===== config.mk =====
export PLATFORM = sky130hd
export DESIGN_NAME = ntwa_ctrl
export DESIGN_NICKNAME = d
export VERILOG_FILES = /design/src/rtl/ntwa_pkg.sv /design/src/rtl/ntwa_ctrl.sv
export SDC_FILE = /design/constraint.sdc
export NUM_CORES = 1
export LEC_CHECK = 0
export BUFFER_PORTS_ARGS = -buffer_cell sky130_fd_sc_hd__buf_2
export CAP_MARGIN = 10
export CELL_PAD_IN_SITES_DETAIL_PLACEMENT = 1
export CELL_PAD_IN_SITES_GLOBAL_PLACEMENT = 1
export CORE_AREA = 3 3 40 42
export CTS_CLUSTER_DIAMETER = 40
export CTS_CLUSTER_SIZE = 40
export DETAILED_ROUTE_END_ITERATION = 16
export DIE_AREA = 0 0 43 45
export GPL_TIMING_DRIVEN = 0
export HOLD_SLACK_MARGIN = 0.05
export PLACE_DENSITY = 0.43
export SLEW_MARGIN = 10
export SYNTH_ARGS = -nofsm -noshare
export SYNTH_HDL_FRONTEND = slang
export SYNTH_SLANG_ARGS = --single-unit
export TNS_END_PERCENT = 20

===== constraint.sdc =====
create_clock -name clock -period 1.1 [get_ports clock]
set_input_delay 0.22 -clock clock [delete_from_list [all_inputs] [get_ports clock]]
set_output_delay 0.22 -clock clock [all_outputs]
set_load 0.01 [all_outputs]

===== src/rtl/ntwa_pkg.sv =====
// Shared types, constants and codes for the neighbour table with ageing.
package ntwa_pkg;

   localparam int unsigned TableDepthDefault  = 32;
   localparam int unsigned ReportLimitDefault = 16;

   localparam logic [1:0] OP_ANNOUNCE = 2'd0;
   localparam logic [1:0] OP_TICK     = 2'd1;
   localparam logic [1:0] OP_READ     = 2'd2;
   localparam logic [1:0] OP_SPARE    = 2'd3;

   localparam logic [1:0] ST_OK      = 2'd0;
   localparam logic [1:0] ST_INVALID = 2'd1;
   localparam logic [1:0] ST_FULL    = 2'd2;

   localparam logic [1:0] ADDR_IPV4 = 2'd1;

   localparam logic CSR_OWN_NODE = 1'b0;
   localparam logic CSR_TIMEOUT  = 1'b1;

   typedef struct packed {
      logic [1:0]  op;
      logic [15:0] sender_node;
      logic [1:0]  sender_addr_type;
      logic [31:0] sender_addr;
      logic [1:0]  recv_addr_type;
      logic [31:0] recv_addr;
      logic [4:0]  read_index;
   } req_type;

   typedef struct packed {
      logic [1:0]  status;
      logic        overflow_flag;
      logic [5:0]  entry_total;
      logic        entry_valid;
      logic [15:0] entry_sender_node;
      logic [31:0] entry_sender_addr;
      logic [31:0] entry_recv_addr;
      logic [15:0] reporting_node;
   } rsp_type;

   // Commands from the controller to the datapath.
   typedef struct packed {
      logic capture;
      logic execute;
   } ctl_cmd_type;

   // Status from the datapath to the controller.
   typedef struct packed {
      logic result_ready;
   } ctl_sts_type;

endpackage


===== src/rtl/ntwa_ctrl.sv =====
// Controller: sequences capture, execution and the result hand-off.
module ntwa_ctrl (
   input  logic                 clock,
   input  logic                 reset,
   input  logic                 req_valid,
   output logic                 req_stall,
   output logic                 rsp_valid,
   input  logic                 rsp_stall,
   output ntwa_pkg::ctl_cmd_type cmd,
   input  ntwa_pkg::ctl_sts_type sts
);

   typedef enum logic [1:0] {S_IDLE, S_EXEC, S_OUT} state_type;

   state_type state_ff, state_in;
   logic      valid_ff, valid_in;

   always_comb begin
      state_in    = state_ff;
      valid_in    = valid_ff;
      cmd.capture = 1'b0;
      cmd.execute = 1'b0;
      unique case (state_ff)
         S_IDLE: begin
            if (req_valid) begin
               cmd.capture = 1'b1;
               state_in    = S_EXEC;
            end
         end
         S_EXEC: begin
            cmd.execute = 1'b1;
            if (sts.result_ready) begin
               valid_in = 1'b1;
               state_in = S_OUT;
            end
         end
         S_OUT: begin
            if (!rsp_stall) begin
               valid_in = 1'b0;
               state_in = S_IDLE;
            end
         end
         default: state_in = S_IDLE;
      endcase
   end

   always_ff @(posedge clock) begin
      if (reset) begin
         state_ff <= S_IDLE;
         valid_ff <= 1'b0;
      end else begin
         state_ff <= state_in;
         valid_ff <= valid_in;
      end
   end

   assign req_stall = (state_ff != S_IDLE);
   assign rsp_valid = valid_ff;

endmodule


=== Word-level counts from Yosys, hierarchy flattened ===
Cells that the tools add are included.
W data, S select, Z words.

* Register bits after elaboration: 3
* Input port bits: 5
* Logic and storage cells: 22

* Equal/unequal tests: 5
* Multiplexer cells: 10
* Reduce and logical (&&, ||, !) cells: 5

{| class="wikitable"
|+ Operator list
! operator !! count
|-
| $mux W2 || 3
|-
| $ne A2 B2 Y1 const B || 3
|-
| $pmux W2 S3 || 1
|-
| $reduce_and A3 Y1 || 2
|-
| $mux W1 || 5
|-
| $reduce_bool A2 Y1 || 2
|-
| $eq A2 B1 Y1 const B || 1
|-
| $eq A2 B2 Y1 const B || 1
|-
| $logic_not A2 Y1 || 1
|-
| $pmux W1 S2 || 1
|}

=== Logic depth before layout (Yosys ltp) ===
* Word-level depth: 3
* Depth in mapped cells: 2
* Mapped depth without buffers: 2

=== Worst setup path after synthesis ===
Ideal clock, no wire load.

* Kind: register -> output
* Start: register state_ff[0]
* End: output cmd[1] (netlist name)
* Data arrival time: 800 ps
* Data required time: 880 ps
* Path slack: 80 ps
* Stages on the path, launching flop included: 3
* Cell sequence: dfxtp_1 or2_1 nor2_1

{| class="wikitable"
|+ RTL lines
! element !! RTL line !! text
|-
| start: declaration || ntwa_ctrl.sv:15 || <nowiki>state_type state_ff, state_in;</nowiki>
|-
| start signal: assignment || ntwa_ctrl.sv:52 || <nowiki>state_ff <= state_in;</nowiki>
|-
| end: declaration || ntwa_ctrl.sv:9 || <nowiki>output ntwa_pkg::ctl_cmd_type cmd,</nowiki>
|}

==> results by stage <==
Place:
- The half-perimeter wire length after placement is between 300 and 400 um.
- The congestion estimate from routability-driven global placement came to 0.591.
- The count of port buffers added during placement is 8.

Pwr:
- Of the total power, the share spent switching nets is 24.2%.
- The share of total power in the clock network is roughly half.
- The power per cell area is between 1000 and 1500 nW/um2.
- Summing internal, switching and leakage power gives 383 uW.
- The share of total power dissipated in sequential elements is between 30 and 40%.
- The power dissipated by switching net loads is 92.7 uW.
- Combinational logic is responsible for 20.6% of the overall power.
- The worst supply voltage drop on vdd is 404 uV.
- The internal portion of the total power is roughly 290 uW.
- The analysis attributes to cell leakage a power of around 0.13 nW.

Routing:
- The first TritonRoute pass finished after 4 iterations.
- The number of remaining DRC errors is 0.
- For this block, the via count after detailed routing is 172.
- Wires add up to 428 um.
- In the final routed layout, each cell accounts on average for about 9 um.
- The starting DRC count in detailed routing is 1.
- In this run the remaining antenna-violating nets after routing total 0.
- The average via count per standard cell is approximately 3.6.

Synthesis:
- The flip-flop and latch count after synthesis is 3.
- Synthesis produced 19 cells.
- The post-synthesis sequential area ratio is 34.0%.
- The average instance in the mapped netlist occupies 9.29 um2.
- After synthesis, the cell types taking the most area are dfxtp_1 (34%), a2111oi_2 (8.5%), nand3b_1 (8.5%).
- The distinct cell type count after synthesis is 13.
- In this run the cell area of the synthesized design comes to ~180 um2.
- The number of warnings reported in the yosys synthesis log is 0.
- When the netlist entered floorplanning its net count stood at 24.
- After synthesis, the largest area contributor takes up 34.0% of total cell area.
- The most area-hungry cell type in the Yosys netlist is dfxtp_1.

Layout:
- Of the cells placed in the final design, the portion with a size suffix greater than 1 is 57.6%.
- The layout has 172 filler cells.
- In the layout the commonest cells are buf_2 (8), buf_4 (3), clkbuf_4 (3).
- The count of inserted antenna diode cells is 0.
- Relative to the synthesized area, the layout overhead comes to 68.1%.
- The post-layout net count is 39.
- The library cell used most frequently in the layout, excluding fill and tap cells, is buf_2.

Worst setup path:
- In this run the worst path has a maximum fanout of 3.
- The master of the slowest instance on the critical path is dfxtp_4.
- Counting both buffers and inverters, the worst setup path holds a total of 1.
- The critical path arrival is 1000 ps.
- The critical setup path kind is reg -> out.
- The data required time of the worst path is a little under 900 ps.
- The worst setup path is captured at an output port.
- The setup check on the worst reg-to-reg path leaves a slack of 70 ps.
- STA classifies the critical path startpoint as a register.
- On the critical path the largest part of the delay comes from flip-flops.
- The largest stage delay on the critical path is between 300 and 400 ps.
- The signal on the critical path passes through or2_1, nor2_1, buf_2.

STA:
- The worst-margin pin slew is 227 ps.
- The worst path in the final design needs a cycle of 1220 ps, including I/O delays and setup.
- The final setup skew is 2.47 ps.
- The fraction of the cycle the final worst path needs is 111%.
- The number of endpoints with negative hold slack in the final report came to 0.
- The final-report max-slew violation count is 0.
- Headroom to the max-slew limit came out at 84.9%.
- Across all setup checks in the final design, the least slack found is -123 ps.
- The final count of negative-setup-slack endpoints is 3.
- The highest achievable clock rate is slightly above 0.8 GHz.
- Setup repair after global routing could not meet its margin everywhere.
- Across all hold checks on the routed design, the worst slack comes to a little over 200 ps.

Floorplan:
- The count of boundary I/O pins is 9.
- The overall die area is slightly below 2000 um2.
- The core region is about 1300 um2.
- The effective utilization at floorplan is between 10 and 15%.
- The row count is 13.
- The die span in x is ~43 um.
- The die boundary height is 45 um.

Clock tree:
- The clock tree from TritonCTS is done.
- For the worst-skew pair, the clock arrives at the later sink with an insertion delay of between 200 and 250 ps.
- After clock tree synthesis, the clock-pin slew on the worst setup and hold paths is about 40 ps.
- The master cell of the clock root buffer is clkbuf_4.
- CTS saw 3 sinks.
- The number of hold buffers added after CTS was 0.
- In this run the number of H-tree levels came out at 1.
- No sink is reached through more buffers than the 2 on the longest clock path.
- Clock tree synthesis inserted a total of 3 buffers.

Global route:
- The global route total overflow is 0.
- The number of antenna violations at the first check in global routing is 0.
- For this run, the total global-route usage over all layers was measured as under 10%.
- The maximum number of pins on one net before global-route repair is 7.
- The first global-routing pass estimated 669 um of wire.
- The via count of the first global-routing pass was between 150 and 200.

Outcome:
- The flow ran to the end, but the final reports show violations.
- The checks that failed: setup timing.

Flow run:
- The max-capacitance violation count is 0.

Worst hold path:
- The min-delay analysis places its worst path in the category in -> reg.
-- final cells by class --
| cell class | instances | area, um2 | area share (%) |
|---|---|---|---|
| timing repair buffer | 10 | 55.1 | 18.6 |
| sequential | 3 | 67.6 | 22.8 |
| clock buffer | 4 | 26.3 | 8.86 |
| multi-input combinational | 13 | 114 | 38.4 |
| inverter | 2 | 7.51 | 2.53 |
| buffer | 1 | 7.51 | 2.53 |
| tap | 15 | 18.8 | 6.33 |
-- path summary, 6_finish.rpt --
path	start	end	cells past startpoint
max	state_ff[1]$_SDFFE_PP0P_	cmd[1]	3
min	reset	rsp_valid$_SDFFE_PP0P_	2
min reg2reg	rsp_valid$_SDFFE_PP0P_	rsp_valid$_SDFFE_PP0P_	2
max reg2reg	state_ff[1]$_SDFFE_PP0P_	rsp_valid$_SDFFE_PP0P_	3
-- stage by stage --
| stage | instances | setup TNS [ps] | instance area (um2) | utilization [%] | setup WS [ps] |
|---|---|---|---|---|---|
| 3_5_place_dp | 42 | 0 | 235 | 18.3 | 54.7 |
| 3_3_place_gp | 42 | 0 | 235 | 18.3 | 65.7 |
| 2_1_floorplan | 19 | 0 | 176 | - | 79.9 |
| 6_report | 48 | -220 | 297 | 23.1 | -123 |
| 5_1_grt | 48 | -359 | 297 | 23.1 | -184 |
| 4_1_cts | 48 | -272 | 284 | 22.1 | -143 |
-- sequential cells by signal (all words and copies together), names as in the netlist --
register,flops
rsp_valid,1
state_ff,2
-- power by group through the flow --
stage	Sequential, mW	Combinational [mW]	Clock [mW]
final	0.119	0.0788	0.186
after global routing	0.120	0.0873	0.204
after CTS	0.119	0.0751	0.199
after detailed placement	0.127	0.0634	0
after global placement	0.127	0.0620	0
after floorplan	0.125	0.0364	0
-- cells by family (layout without fill, tap and decap cells) --
group           after synthesis  in the layout  synth area share [%]
simple gates                 10             10                  41.8
compound gates                3              3                  15.6
buf+inv                       3             17                  8.51
flops                         3              3                  34.0
-- Yosys cell counts --
cell type,count
buf_4,1
nor2_1,2
nand3b_1,2
nand2b_4,1
a21oi_1,1
nor2b_1,1
nor3b_2,1
nand2b_1,2
dfxtp_1,3
a211oi_1,1
or2_1,1
inv_1,2
a2111oi_2,1
-- what timing repair did --
action	4_1_cts	5_1_grt
pin swaps	1	0
endpoints found under the setup margin	3	4
gates resized for setup	4	1
setup buffers	2	0
-- routing by layer --
| layer | vias to the layer above | global-route usage (%) | wire [um] | share of wire, % |
|---|---|---|---|---|
| met3 | 0 | 1.59 | 32 | 7.5 |
| met5 | - | 0 | 0 | 0 |
| met4 | 0 | 5.42 | 0 | 0 |
| met2 | 4 | 7.49 | 234 | 55 |
| met1 | 78 | 5.57 | 161 | 38 |
| li1 | 90 | - | - | - |
(Power assumes the default switching activity.)
